File: config.mk
export PLATFORM = sky130hd
export DESIGN_NAME = itpd_pixel_format
export DESIGN_NICKNAME = d
export VERILOG_FILES = /design/src/hdl/itpd_pkg.sv /design/src/hdl/itpd_pixel_format.sv
export SDC_FILE = /design/constraint.sdc
export NUM_CORES = 1
export LEC_CHECK = 0
export ABC_CLOCK_PERIOD_IN_PS = 10400
export BUFFER_PORTS_ARGS = -buffer_cell sky130_fd_sc_hd__buf_4
export CAP_MARGIN = 25
export CORE_MARGIN = 2
export CORE_UTILIZATION = 65
export DETAILED_ROUTE_END_ITERATION = 16
export PLACE_DENSITY_LB_ADDON = 0.05
export SYNTH_ARGS = -nofsm -noshare
export SYNTH_HDL_FRONTEND = slang
export SYNTH_SLANG_ARGS = --single-unit
File: constraint.sdc
create_clock -name vclk -period 10.4
set_input_delay 2.08 -clock vclk [all_inputs]
set_output_delay 2.08 -clock vclk [all_outputs]
set_load 0.02 [all_outputs]
File: src/hdl/itpd_pkg.sv
// ----------------------------------------------------------------------------
// Indexed texture pixel decoder package
// Shared widths, format codes, the pixel record and the 5-bit channel expander.
// ----------------------------------------------------------------------------
`default_nettype none

package itpd_pkg;

	localparam int unsigned PALETTE_ENTRIES_DEF = 256;

	localparam int unsigned IDX_W       = 8;
	localparam int unsigned WORD_W      = 32;
	localparam int unsigned S_TDATA_W   = 72;
	localparam int unsigned M_TDATA_W   = 32;
	localparam int unsigned CFG_INDEX_W = 1;
	localparam int unsigned CFG_DATA_W  = 3;
	localparam int unsigned IMG_FMT_W   = 3;
	localparam int unsigned PAL_FMT_W   = 2;

	// Command carried in the input tuser.
	localparam logic CMD_LOAD   = 1'b0;
	localparam logic CMD_DECODE = 1'b1;

	// Configuration register indexes.
	localparam logic [CFG_INDEX_W-1:0] REG_IMAGE_FORMAT   = 1'b0;
	localparam logic [CFG_INDEX_W-1:0] REG_PALETTE_FORMAT = 1'b1;

	// Source texel formats.
	localparam logic [IMG_FMT_W-1:0] IMG_A1BGR5 = 3'd0;
	localparam logic [IMG_FMT_W-1:0] IMG_XBGR8  = 3'd1;
	localparam logic [IMG_FMT_W-1:0] IMG_RGBA8  = 3'd2;
	localparam logic [IMG_FMT_W-1:0] IMG_CLUT4  = 3'd3;
	localparam logic [IMG_FMT_W-1:0] IMG_CLUT8  = 3'd4;

	// Palette entry formats.
	localparam logic [PAL_FMT_W-1:0] PAL_NONE   = 2'd0;
	localparam logic [PAL_FMT_W-1:0] PAL_A1BGR5 = 2'd1;
	localparam logic [PAL_FMT_W-1:0] PAL_XBGR8  = 2'd2;
	localparam logic [PAL_FMT_W-1:0] PAL_ABGR8  = 2'd3;

	// floor(v * 255 / 31) as v * 255 * ceil(2^20 / 31) >> 20; exact for 5-bit v.
	localparam logic [28:0] EXPAND5_MUL = 29'd8625630;

	typedef struct packed {
		logic [7:0] red;
		logic [7:0] green;
		logic [7:0] blue;
		logic [7:0] alpha;
		logic       last;
		logic       bad;
	} pixel_t;

	function automatic logic [7:0] expand5(input logic [4:0] v);
		logic [28:0] prod;
		prod = 29'(v) * EXPAND5_MUL;
		return prod[27:20];
	endfunction

endpackage

`default_nettype wire

File: src/hdl/itpd_pixel_format.sv
// ----------------------------------------------------------------------------
// Pixel format converter
// Turns a direct texel or up to two palette entries into RGBA8 pixels.
// ----------------------------------------------------------------------------
`default_nettype none

module itpd_pixel_format (
	input  wire logic [itpd_pkg::IMG_FMT_W-1:0] image_format,
	input  wire logic [itpd_pkg::PAL_FMT_W-1:0] palette_format,
	input  wire logic [itpd_pkg::WORD_W-1:0]    texel,
	input  wire logic [itpd_pkg::WORD_W-1:0]    entry0,
	input  wire logic [itpd_pkg::WORD_W-1:0]    entry1,
	output itpd_pkg::pixel_t                    pix0,
	output itpd_pkg::pixel_t                    pix1,
	output logic                                two
);

	function automatic itpd_pkg::pixel_t from_a1bgr5(input logic [15:0] p, input logic last);
		itpd_pkg::pixel_t px;
		px.red   = itpd_pkg::expand5(p[4:0]);
		px.green = itpd_pkg::expand5(p[9:5]);
		px.blue  = itpd_pkg::expand5(p[14:10]);
		px.alpha = p[15] ? 8'hFF : 8'h00;
		px.last  = last;
		px.bad   = 1'b0;
		return px;
	endfunction

	function automatic itpd_pkg::pixel_t from_bgr8(input logic [31:0] w, input logic own_alpha,
		input logic last);
		itpd_pkg::pixel_t px;
		px.red   = w[7:0];
		px.green = w[15:8];
		px.blue  = w[23:16];
		px.alpha = own_alpha ? w[31:24] : 8'hFF;
		px.last  = last;
		px.bad   = 1'b0;
		return px;
	endfunction

	function automatic itpd_pkg::pixel_t bad_pixel(input logic last);
		itpd_pkg::pixel_t px;
		px       = '0;
		px.last  = last;
		px.bad   = 1'b1;
		return px;
	endfunction

	function automatic itpd_pkg::pixel_t from_entry(input logic [itpd_pkg::PAL_FMT_W-1:0] pf,
		input logic [31:0] e, input logic last);
		itpd_pkg::pixel_t px;
		unique case (pf)
			itpd_pkg::PAL_A1BGR5: px = from_a1bgr5(e[15:0], last);
			itpd_pkg::PAL_XBGR8:  px = from_bgr8(e, 1'b0, last);
			itpd_pkg::PAL_ABGR8:  px = from_bgr8(e, 1'b1, last);
			default:              px = bad_pixel(last);
		endcase
		return px;
	endfunction

	always_comb begin
		pix1 = from_entry(palette_format, entry1, 1'b1);
		two  = 1'b0;
		unique case (image_format)
			itpd_pkg::IMG_A1BGR5: pix0 = from_a1bgr5(texel[15:0], 1'b1);
			itpd_pkg::IMG_XBGR8:  pix0 = from_bgr8(texel, 1'b0, 1'b1);
			itpd_pkg::IMG_RGBA8:  pix0 = from_bgr8(texel, 1'b1, 1'b1);
			itpd_pkg::IMG_CLUT4: begin
				pix0 = from_entry(palette_format, entry0, 1'b0);
				two  = 1'b1;
			end
			itpd_pkg::IMG_CLUT8:  pix0 = from_entry(palette_format, entry0, 1'b1);
			default:              pix0 = bad_pixel(1'b1);
		endcase
	end

endmodule

`default_nettype wire

After elaboration in Yosys (flattened, before gate mapping)
Cells that the tools add are included.
W data, S select, Z words.
Cells by class
  multiply operators: 9
  eq/ne operators: 7
  mux-type cells: 8
  reduce and logical (&&, ||, !) cells: 1
Operators with widths (count)
  $pmux W34 S3: 3
  $mul A5 B23 Y27 const B: 9
  $pmux W34 S5: 1
  $mux W8: 3
  $eq A3 B2 Y1 const B: 2
  $eq A2 B2 Y1 const B: 2
  $eq A3 B1 Y1 const B: 1
  $eq A3 B3 Y1 const B: 1
  $logic_not A3 Y1: 1
  $eq A2 B1 Y1 const B: 1
  $mux W1: 1
Storage, ports and cells
  register bits: 0
  bits of input ports: 101
  output and inout bits: 69
  logic and storage cells: 25

Depth between registers and ports, before layout
  depth in word-level cells: 3
  mapped depth: 16
  depth with buffers taken out: 16

Worst setup path after synthesis
OpenSTA, ideal clock, no wires.
  path type: input-to-output
  start: in texel[2] in the netlist's numbering
  end: out pix0[32] in the netlist's numbering
  arrival: 5716 ps
  data required time: 8320 ps
  setup slack: 2604 ps
  cell stages on the path: 13
  path buffers: 0
  cell sequence: fa_1 -> fa_1 -> inv_1 -> fa_1 -> inv_1 -> ha_1 -> a21oi_1 -> o21ai_0 -> a2111oi_2 -> a31oi_1 -> a21oi_2 -> mux2_2 -> a221o_1
RTL lines
  start: declaration: line itpd_pixel_format.sv:10  | input wire logic [itpd_pkg::WORD_W-1:0] texel,
  end: declaration: line itpd_pixel_format.sv:13  | output itpd_pkg::pixel_t pix0,

==> out/results.env <==
SYNTH.AVG_CELL_AREA_UM2=8.35
POWER.STATIC_LEAKAGE_uW=0.00775
CRITPATHKIND='input pin to primary output'
DETAIL_ROUTE.WL_PER_CELL_UM=16.1
GRT.TOTAL_USAGE=0.305
ARRIVAL_NS=6.23
WHS_PATH_DEPTH=4
PIN_COUNT_OF_THE_BIGGEST_NET_ENTERING_GLOBAL_ROUTING=33
YOSYSUNIQUECELLTYPES=81
ANTENNA_VIOLATIONS_BEFORE_REPAIR=0
MAX_CLOCK_FREQ_GHz=0.120
VIAS_PER_CELL=5.78
POWER.DENSITY_nW_PER_UM2=93.8
SYNTH_TOP_AREA_SHARE=0.321
MOST_FREQUENT_CELLS_IN_THE_LAYOUT='inv_1, ha_1, buf_4'
SYNTHESIS.NETS=2056
SYNTH_XOR_AREA_FRAC=0.0371
GRT_SETUP_UNREPAIRED='no'
TOTALWIRELENGTH_MM=30.7
NFLOPSANDLATCHES=0
FINISH.NET_COUNT=2209
SYNTH_AREA_LEADER_CELL='ha_1'
SYNTHESIS.INSTANCES=1499
ENDPOINT_KIND='primary output'
COMBINATIONAL_FAMILY_WITH_THE_MOST_AREA_AFTER_SYNTHESIS='adder cells'
REMAINING_DRC_ERRORS=0
MIN_PATH_TYPE='input pin to primary output'
YS_TOP_CELLS_BY_AREA='ha_1, fa_1, inv_1'
GRT_FIRST_PASS_WIRELENGTH_MM=51.7
PERIOD_SHARE=0.799
SYNTH_MUX_AREA_FRAC=0.00839
COMPOUND_GATE_FRACTION_OF_SYNTH_AREA=0.194
DESIGN.CORE.AREA_UM2=18800
MAX-SLEW-MARGIN-REL=0.438
DIE-WIDTH_UM=143
CRITICAL_PATH_REQUIRED_NS=8.32
MAX-CAP-VIOLATIONS=0
AREA_GROWTH_PCT=12.3
SETUP_TOTAL_NEGATIVE_SLACK_NS=0
PEAK_FANOUT_ALONG_THE_CRITICAL_PATH=8
CLOCK_BUFFER_COUNT=0
FIRST_PASS_ITERS=7
LEADING_CELL_TYPE_IN_THE_LAYOUT_FILL_AND_TAPS_EXCLUDED='inv_1'
NUMBER_OF_GLOBAL_ROUTE_VIAS_BEFORE_REPAIR=11100
SHARE_OF_LAYOUT_CELLS_ABOVE_DRIVE_STRENGTH_1=0.127
MULTI_INPUT_COMB_AREA_UM2=11200
DIE_HEIGHT_UM=143
FINAL_SETUP_VIOLATION_COUNT=0
TIMING.CRITICAL_PATH.FROM_TYPE='input pin'
HP-START='texel[25]'
SYNTH.YOSYS.SEQ_AREA_SHARE=0
SLEW_VIOLATIONS=0
DRT_FIRST_ITER_VIOLATIONS=348
ANTENNA_CELLS_INSERTED=0
CTS_RESIZED=0
IOPINCOUNT=170
GRT_OVERFLOW=0
VIAS=11000
NUMPORTBUFFERS=169
SYNTH_WARNINGS=0
CTS_SETUP_BUFFERS=0
LAYOUT.AREA.SEQ_UM2=0
FIN_HOLD_WS_NS=4.47
SYNTH-SIMPLE-AREA-SHARE=0.116
FLOORPLAN.INITIALDENSITY=0.665
CTS_HOLD_BUFFERS=0
HOLD_END='pix0[3]'
DIE-AREA_UM2=20400
MAX-VDD-IR-DROP_V=0.0000737
NUM_ROWS=50
FINAL_HOLD_VIOL_COUNT=0
DRT.ANTENNA.VIOLATING_NETS=0
OUTCOME='complete, no violations'
TIMING_WORST_SLEW_PIN_VALUE_NS=0.843
FILLER_CELL_COUNT=1507
SYNTH_ADDER_AREA_SHARE=0.538
MIN_PERIOD_NS=8.31
SYNTH.CELL_AREA_UM2=12500
HPWLAFTERDP_MM=27.0
GPL.FINAL_WEIGHTED_CONGESTION=0.941
==> layer usage <==
| layer | track usage | share of wire | wire [µm] |
|---|---|---|---|
| met5 | 0 | 0 | 0 |
| met2 | 0.554 | 0.49 | 14900 |
| met1 | 0.402 | 0.45 | 13700 |
| met3 | 0.0184 | 0.048 | 1480 |
| met4 | 0.0625 | 0.020 | 624 |
==> report_power, final <==
group          internal, µW  total, µW  switching (µW)
Combinational           576       1320             743
Sequential                0          0               0
Clock                     0          0               0
==> synthesized netlist by cell type, drive strengths merged (10+ instances only) <==
master,instances
a211oi,10
a21o,31
a21oi,67
a22oi,10
a31oi,10
and3,16
clkbuf,16
fa,135
ha,321
inv,325
nand2,87
nand2b,14
nand3,36
nand4,13
nor2,44
nor3,22
o211ai,17
o21a,22
o21ai,73
o221ai,12
or2,11
xnor2,39
xor2,14
==> final cells by class <==
type                       instances  area share
inverter                         325      0.0867
multi-input combinational       1151       0.797
tap                              260      0.0231
timing repair buffer             174      0.0934
==> worst max-delay path, cell delays in order <==
cell       delay [ns]
buf_4            0.16
fa_1             0.50
fa_1             0.52
inv_1            0.07
fa_1             0.50
inv_1            0.04
ha_1             0.28
a21oi_1          0.14
o21ai_0          0.12
a2111oi_2        0.40
a31oi_1          0.22
a21oi_2          0.35
mux2_2           0.38
a221o_1          0.29
buf_4            0.16
==> worst max path at each step <==
stage,slack (ns),start,endpoint,cells after the start
after global placement,2.15,texel[2],pix0[32],15
after global routing,1.93,texel[2],pix0[32],15
after floorplan,2.60,texel[2],pix0[32],13
final,2.09,texel[2],pix0[32],15
after CTS,2.12,texel[2],pix0[32],15
after detailed placement,2.11,texel[2],pix0[32],15
==> through the flow <==
| stage | utilization | total power (µW) | cell area (µm²) | setup WS, ns | instances |
|---|---|---|---|---|---|
| floorplan | - | 953 | 12500 | 2.60 | 1499 |
| global placement | 0.745 | 1260 | 14000 | 2.15 | 1907 |
| detailed placement | 0.746 | 1310 | 14000 | 2.11 | 1908 |
| CTS | 0.746 | 1320 | 14000 | 2.12 | 1908 |
| global route | 0.747 | 1500 | 14100 | 1.93 | 1910 |
| finish | 0.747 | 1320 | 14100 | 2.09 | 1910 |
==> cells by family after synthesis <==
logic type / after synthesis
adders and majority gates: 458
buffers and inverters: 348
AOI/OAI and AO/OA: 341
and+or+nand+nor: 288
xor gates and xnor gates: 53
muxes: 10
other: 1
No activity file was read; power rests on OpenSTA's default activity.
