$ cat src/hdl/itpd_pkg.sv
// ----------------------------------------------------------------------------
// Indexed texture pixel decoder package
// Shared widths, format codes, the pixel record and the 5-bit channel expander.
// ----------------------------------------------------------------------------
`default_nettype none

package itpd_pkg;

	localparam int unsigned PALETTE_ENTRIES_DEF = 256;

	localparam int unsigned IDX_W       = 8;
	localparam int unsigned WORD_W      = 32;
	localparam int unsigned S_TDATA_W   = 72;
	localparam int unsigned M_TDATA_W   = 32;
	localparam int unsigned CFG_INDEX_W = 1;
	localparam int unsigned CFG_DATA_W  = 3;
	localparam int unsigned IMG_FMT_W   = 3;
	localparam int unsigned PAL_FMT_W   = 2;

	// Command carried in the input tuser.
	localparam logic CMD_LOAD   = 1'b0;
	localparam logic CMD_DECODE = 1'b1;

	// Configuration register indexes.
	localparam logic [CFG_INDEX_W-1:0] REG_IMAGE_FORMAT   = 1'b0;
	localparam logic [CFG_INDEX_W-1:0] REG_PALETTE_FORMAT = 1'b1;

	// Source texel formats.
	localparam logic [IMG_FMT_W-1:0] IMG_A1BGR5 = 3'd0;
	localparam logic [IMG_FMT_W-1:0] IMG_XBGR8  = 3'd1;
	localparam logic [IMG_FMT_W-1:0] IMG_RGBA8  = 3'd2;
	localparam logic [IMG_FMT_W-1:0] IMG_CLUT4  = 3'd3;
	localparam logic [IMG_FMT_W-1:0] IMG_CLUT8  = 3'd4;

	// Palette entry formats.
	localparam logic [PAL_FMT_W-1:0] PAL_NONE   = 2'd0;
	localparam logic [PAL_FMT_W-1:0] PAL_A1BGR5 = 2'd1;
	localparam logic [PAL_FMT_W-1:0] PAL_XBGR8  = 2'd2;
	localparam logic [PAL_FMT_W-1:0] PAL_ABGR8  = 2'd3;

	// floor(v * 255 / 31) as v * 255 * ceil(2^20 / 31) >> 20; exact for 5-bit v.
	localparam logic [28:0] EXPAND5_MUL = 29'd8625630;

	typedef struct packed {
		logic [7:0] red;
		logic [7:0] green;
		logic [7:0] blue;
		logic [7:0] alpha;
		logic       last;
		logic       bad;
	} pixel_t;

	function automatic logic [7:0] expand5(input logic [4:0] v);
		logic [28:0] prod;
		prod = 29'(v) * EXPAND5_MUL;
		return prod[27:20];
	endfunction

endpackage

`default_nettype wire

$ cat src/hdl/itpd_out_serializer.sv
// ----------------------------------------------------------------------------
// Output serializer
// Output register with a second slot that sends a pixel pair as two transfers.
// ----------------------------------------------------------------------------
`default_nettype none

module itpd_out_serializer (
	input  wire logic             clk,
	input  wire logic             arst_n,
	input  wire logic             in_valid,
	output logic                  in_ready,
	input  wire itpd_pkg::pixel_t in_pix0,
	input  wire itpd_pkg::pixel_t in_pix1,
	input  wire logic             in_two,
	output logic                  out_valid,
	input  wire logic             out_ready,
	output itpd_pkg::pixel_t      out_pix
);

	logic             out_valid_q;
	logic             pend_valid_q;
	itpd_pkg::pixel_t out_pix_q;
	itpd_pkg::pixel_t pend_pix_q;
	logic             shift;

	// The pending second pixel moves up when the current one is taken.
	assign shift    = out_valid_q && out_ready && pend_valid_q;
	assign in_ready = !out_valid_q || (out_ready && !pend_valid_q);

	always_ff @(posedge clk or negedge arst_n) begin
		if (!arst_n) begin
			out_valid_q  <= 1'b0;
			pend_valid_q <= 1'b0;
		end else if (shift) begin
			pend_valid_q <= 1'b0;
		end else if (in_ready) begin
			out_valid_q  <= in_valid;
			pend_valid_q <= in_valid && in_two;
		end
	end

	always_ff @(posedge clk) begin
		if (shift) begin
			out_pix_q <= pend_pix_q;
		end else if (in_ready && in_valid) begin
			out_pix_q  <= in_pix0;
			pend_pix_q <= in_pix1;
		end
	end

	assign out_valid = out_valid_q;
	assign out_pix   = out_pix_q;

endmodule

`default_nettype wire

$ cat config.mk
export PLATFORM = sky130hd
export DESIGN_NAME = itpd_out_serializer
export DESIGN_NICKNAME = d
export VERILOG_FILES = /design/src/hdl/itpd_pkg.sv /design/src/hdl/itpd_out_serializer.sv
export SDC_FILE = /design/constraint.sdc
export NUM_CORES = 1
export LEC_CHECK = 0
export BUFFER_PORTS_ARGS = -buffer_cell sky130_fd_sc_hd__buf_2
export CAP_MARGIN = 20
export CORE_MARGIN = 3
export CORE_UTILIZATION = 48
export CTS_CLUSTER_DIAMETER = 80
export DETAILED_ROUTE_END_ITERATION = 8
export PLACE_DENSITY_LB_ADDON = 0.15
export SLEW_MARGIN = 20
export SYNTH_ARGS = -nofsm -noshare
export SYNTH_HDL_FRONTEND = slang
export SYNTH_SLANG_ARGS = --single-unit
$ cat constraint.sdc
create_clock -name clk -period 3 [get_ports clk]
set_clock_uncertainty 0.05 [all_clocks]
set_input_delay 0.15 -clock clk [delete_from_list [all_inputs] [get_ports clk]]
set_output_delay 0.15 -clock clk [all_outputs]
set_load 0.02 [all_outputs]
After elaboration in Yosys (flattened, before gate mapping)
Cells that the tools add are included.
- register bits after elaboration: 70
- multiplexer cells: 4
- bitwise logic cells: 1
- reductions and logical operators: 12
- operators with widths (operator ; count):
    $mux W34 ; 2
    $logic_and A1 B1 Y1 ; 5
    $reduce_and A2 Y1 ; 2
    $reduce_bool A2 Y1 ; 2
    $logic_not A1 Y1 ; 2
    $mux W1 ; 2
    $logic_or A1 B1 Y1 ; 1
    $not A1 Y1 ; 1

Depth between registers and ports, before layout
- word-level depth: 6
- gate-level depth with buffers: 3

Worst setup path before layout
Ideal clock, no wire load.
- path type: flip-flop to flip-flop
- start point: register out_valid_q, in the netlist out_valid
- end point: register out_pix_q, in the netlist out_pix[0] (enable)
- setup time: 0.437 ns
- arrival time: 2.332 ns
- data required time: 2.513 ns
- path slack: 0.181 ns
- stages on the path, launching flop included: 3
- period minus slack after synthesis: 2.819 ns
- cells stage by stage: dfrtp_1 -> a21oi_1 -> a21oi_1
- word-level cells in the longest chain between the ends: 4
- ends and longest elaborated chain (what ; RTL line ; RTL):
    from (decl) ; itpd_out_serializer.sv:20 ; logic out_valid_q;
    from (signal assigned) ; itpd_out_serializer.sv:37 ; out_valid_q <= in_valid;
    $logic_not A1 Y1 ; itpd_out_serializer.sv:28 ; assign in_ready = !out_valid_q || (out_ready && !pend_valid_q);
    $logic_or A1 B1 Y1 ; itpd_out_serializer.sv:28 ;
    $logic_and A1 B1 Y1 ; itpd_out_serializer.sv:45 ; end else if (in_ready && in_valid) begin
    $reduce_bool A2 Y1 (no source line) (*) ; - ;
    to (signal assigned) ; itpd_out_serializer.sv:44 ; out_pix_q <= pend_pix_q;
    to (signal assigned) ; itpd_out_serializer.sv:46 ; out_pix_q <= in_pix0;
    to (decl) ; itpd_out_serializer.sv:22 ; itpd_pkg::pixel_t out_pix_q;
Mark *: on every way between the ends. The rest lies on a longest branch, timed or not.
A chain may end at the register's enable or synchronous reset.

Final worst setup path
- start point: register pend_valid_q
- end point: register pend_pix_q[27] (netlist name) (enable)
- word-level cells in the longest chain between the ends: 5
- ends and longest elaborated chain (what ; RTL line ; RTL):
    from (decl) ; itpd_out_serializer.sv:21 ; logic pend_valid_q;
    from (signal assigned) ; itpd_out_serializer.sv:38 ; pend_valid_q <= in_valid && in_two;
    $logic_not A1 Y1 ; itpd_out_serializer.sv:28 ;
    $logic_and A1 B1 Y1 ; itpd_out_serializer.sv:28 ;
    $logic_or A1 B1 Y1 ; itpd_out_serializer.sv:28 ;
    $logic_and A1 B1 Y1 ; itpd_out_serializer.sv:45 ;
    $reduce_and A2 Y1 (no source line) (*) ; - ;
    to (signal assigned) ; itpd_out_serializer.sv:47 ; pend_pix_q <= in_pix1;
    to (decl) ; itpd_out_serializer.sv:23 ; itpd_pkg::pixel_t pend_pix_q;
Marks and branches as above.

==> results.sh <==
export IMPL_status="finished, final reports clean"
export IMPL_grt_pass1_wl_mm=8.36
export IMPL_wl_per_cell_um=15.8
export IMPL_area_growth_pct=43.6
export IMPL_worstPathRequired_ps=2970
export IMPL_htreeDepth=3
export IMPL_cts_buffers=9
export IMPL_hold_class="in -> reg"
export IMPL_clk_latency_ps=340
export IMPL_antenna_found_initial=0
export IMPL_gr_total_overflow=0
export IMPL_min_from="in_pix0[12]"
export IMPL_max_cap_violations=0
export IMPL_post_drt_via_cell_ratio=4.63
export IMPL_grt_usage=0.181
export IMPL_synth_seq_cells=70
export IMPL_seq_area_frac_synth=0.779
export IMPL_grt_pass1_vias=1671
export IMPL_path_max_fanout=20
export IMPL_rsz0062_at_grt="no"
export IMPL_crit_path_start_kind="flop"
export IMPL_grt_max_degree=35
export IMPL_fillCellCount=340
export IMPL_leakagePower_uw=0.00168
export IMPL_postSynthAreaPerCell_um2=23.2
export IMPL_synth_edf_count=68
export IMPL_synthArstFlopShare=0.0286
export IMPL_hold_violations=0
export IMPL_powerDensity_mw_per_mm2=566
export IMPL_ys_warn_count=0
export IMPL_crit_path_end_kind="flop"
export IMPL_fin_tns_setup_ps=0
export IMPL_switching_share=0.226
export IMPL_r2r_end="pend_pix_q[27]"
export IMPL_ioPinCount=109
export IMPL_synth_area_leaders="edfxtp_1 (76%), mux2_4 (17%), dfrtp_1 (1.9%)"
export IMPL_p_sw_uw=493
export IMPL_slew_headroom=0.554
export IMPL_fin_crit_ps=2170
export IMPL_rows=26
export IMPL_dr_total_vias=1601
export IMPL_whs_path_depth=2
export IMPL_num_antenna_cells=0
export IMPL_die_h_um=80.8
export IMPL_syn_nets=189
export IMPL_clock_path_buffers=2
export IMPL_cp_arrival_ps=2140
export IMPL_die_w_um=80.8
export IMPL_fin_crit_sh=0.724
export IMPL_fmax_mhz=461
export IMPL_synth_common_cells="edfxtp_1 (68), mux2_4 (30), mux2_2 (4)"
export IMPL_r2r_start="pend_valid_q"
export IMPL_syn_inst=116
export IMPL_clock_root_buffer="clkbuf_8"
export IMPL_holdPathEnd="out_pix[12]"
export IMPL_comb_power_share=0.136
export IMPL_cts_resized=0
export IMPL_drv_slew=0
export IMPL_synth_top_area_share=0.760
export IMPL_numClockSinks=70
export IMPL_synth_ff_type="edfxtp_1"
export IMPL_synth_area_leader_cell="edfxtp_1"
export IMPL_drc=0
export IMPL_reg2regPathDepth=3
export IMPL_cts_tree="done"
export IMPL_port_buffers=108
export IMPL_clkTransAtPathRegs_ps=70
export IMPL_ir_drop_mv=0.342
export IMPL_internal_power_uw=1690
export IMPL_power_uw=2180
export IMPL_ant_nets=0
export IMPL_final_layout_size_suffix_gt1_frac=0.583
export IMPL_setup_viol=0
export IMPL_tightest_slew_ps=669
export IMPL_p_clk_frac=0.320
export IMPL_p_seq_frac=0.543
export IMPL_die_area_mm2=0.00653
export IMPL_dr_pass1_iters=4
export IMPL_start_util=0.510
export IMPL_netlist_area_mm2=0.00269
export IMPL_path_class="reg -> reg"
export IMPL_wl_mm=5.48
export IMPL_final_nets=344
export IMPL_drtIter0Drc=67
export IMPL_yosysMostFrequentCell="edfxtp_1"
export IMPL_coreArea_mm2=0.00527
export IMPL_ff2ff_setup_slack_ps=830
export IMPL_synth_cell_types=13
export IMPL_gp_congestion=0.716
export IMPL_timing_hold_ws_ps=60.5
-- worst max-delay path by stage --
| stage | cells after the start | slack, ps | end | startpoint |
|---|---|---|---|---|
| final | 3 | 830 | pend_pix_q[27] | pend_valid_q |
| after detailed placement | 3 | 830 | pend_pix_q[31] | pend_valid_q |
| after floorplan | 2 | 180 | out_pix[0] | out_valid |
| after global routing | 3 | 690 | pend_pix_q[23] | pend_valid_q |
| after CTS | 3 | 810 | pend_pix_q[27] | pend_valid_q |
| after global placement | 3 | 960 | pend_pix_q[28] | pend_valid_q |
-- cell type report --
| type | count | area, um^2 | area share |
|---|---|---|---|
| flip-flops and latches | 70 | 2090 | 0.542 |
| clock buffers | 10 | 128 | 0.0331 |
| inverters | 1 | 3.75 | 0.000973 |
| repair buffers | 147 | 926 | 0.240 |
| well taps | 70 | 87.6 | 0.0227 |
| clock inverters | 6 | 52.6 | 0.0136 |
| multi-input cells | 42 | 568 | 0.147 |
-- cell families after synthesis --
| group | synth area share |
|---|---|
| mux | 0.184 |
| simple gates | 0.0140 |
| flops | 0.779 |
| compound gates | 0.00885 |
| buf+inv | 0.0140 |
-- what timing repair did --
item                      4_1_cts  5_1_grt
hold endpoints to repair       38        0
hold buffers                   37        0
buffers inserted                0        0
-- worst max-delay path: stages, from the launching register on --
cell	delay, ps
dfrtp_1	430
o21ai_0	390
and2_1	600
buf_4	380
-- state kept, by name (all words and copies together) (netlist names) --
signal and flops:
out_valid 1, out_pix 34, pend_valid_q 1, pend_pix_q 34
-- stage by stage --
stage	worst slack [ps]	std cells	utilization	instance area [um^2]
3_5_place_dp	829	293	0.627	3310
4_1_cts	812	346	0.732	3860
3_3_place_gp	960	293	0.627	3310
5_1_grt	685	346	0.732	3860
2_1_floorplan	181	116	-	2690
6_report	829	346	0.732	3860
-- power by group through the flow --
stage          clock network [uW]  registers (uW)  logic, uW
2_1_floorplan                   0            1260        102
3_3_place_gp                    0            1200        254
6_report                      700            1190        298
4_1_cts                       720            1190        300
5_1_grt                       753            1190        320
3_5_place_dp                    0            1210        262
-- per-layer routing --
metal  GRT usage  up-vias  routed length [um]
met3      0.0532        7                 356
met2       0.322       69                3010
met4      0.0811        0                  78
li1            -      767                   -
met5           0        -                   0
met1       0.200      758                2040
-- layout by cell type, fill, tap and decap left out --
cell	n
a31o_2	1
nand3_4	1
edfxtp_1	68
dfrtp_1	2
inv_1	1
and3_2	1
clkbuf_8	9
dlygate4sd3_1	37
clkinv_1	2
mux2_2	4
nand2b_1	1
a21oi_4	1
a21oi_1	1
bufinv_16	1
buf_4	2
mux2_4	30
clkbuf_1	1
o21ai_0	1
and2_1	1
clkinv_2	3
buf_2	108
Power figures use the tool's default switching activity.
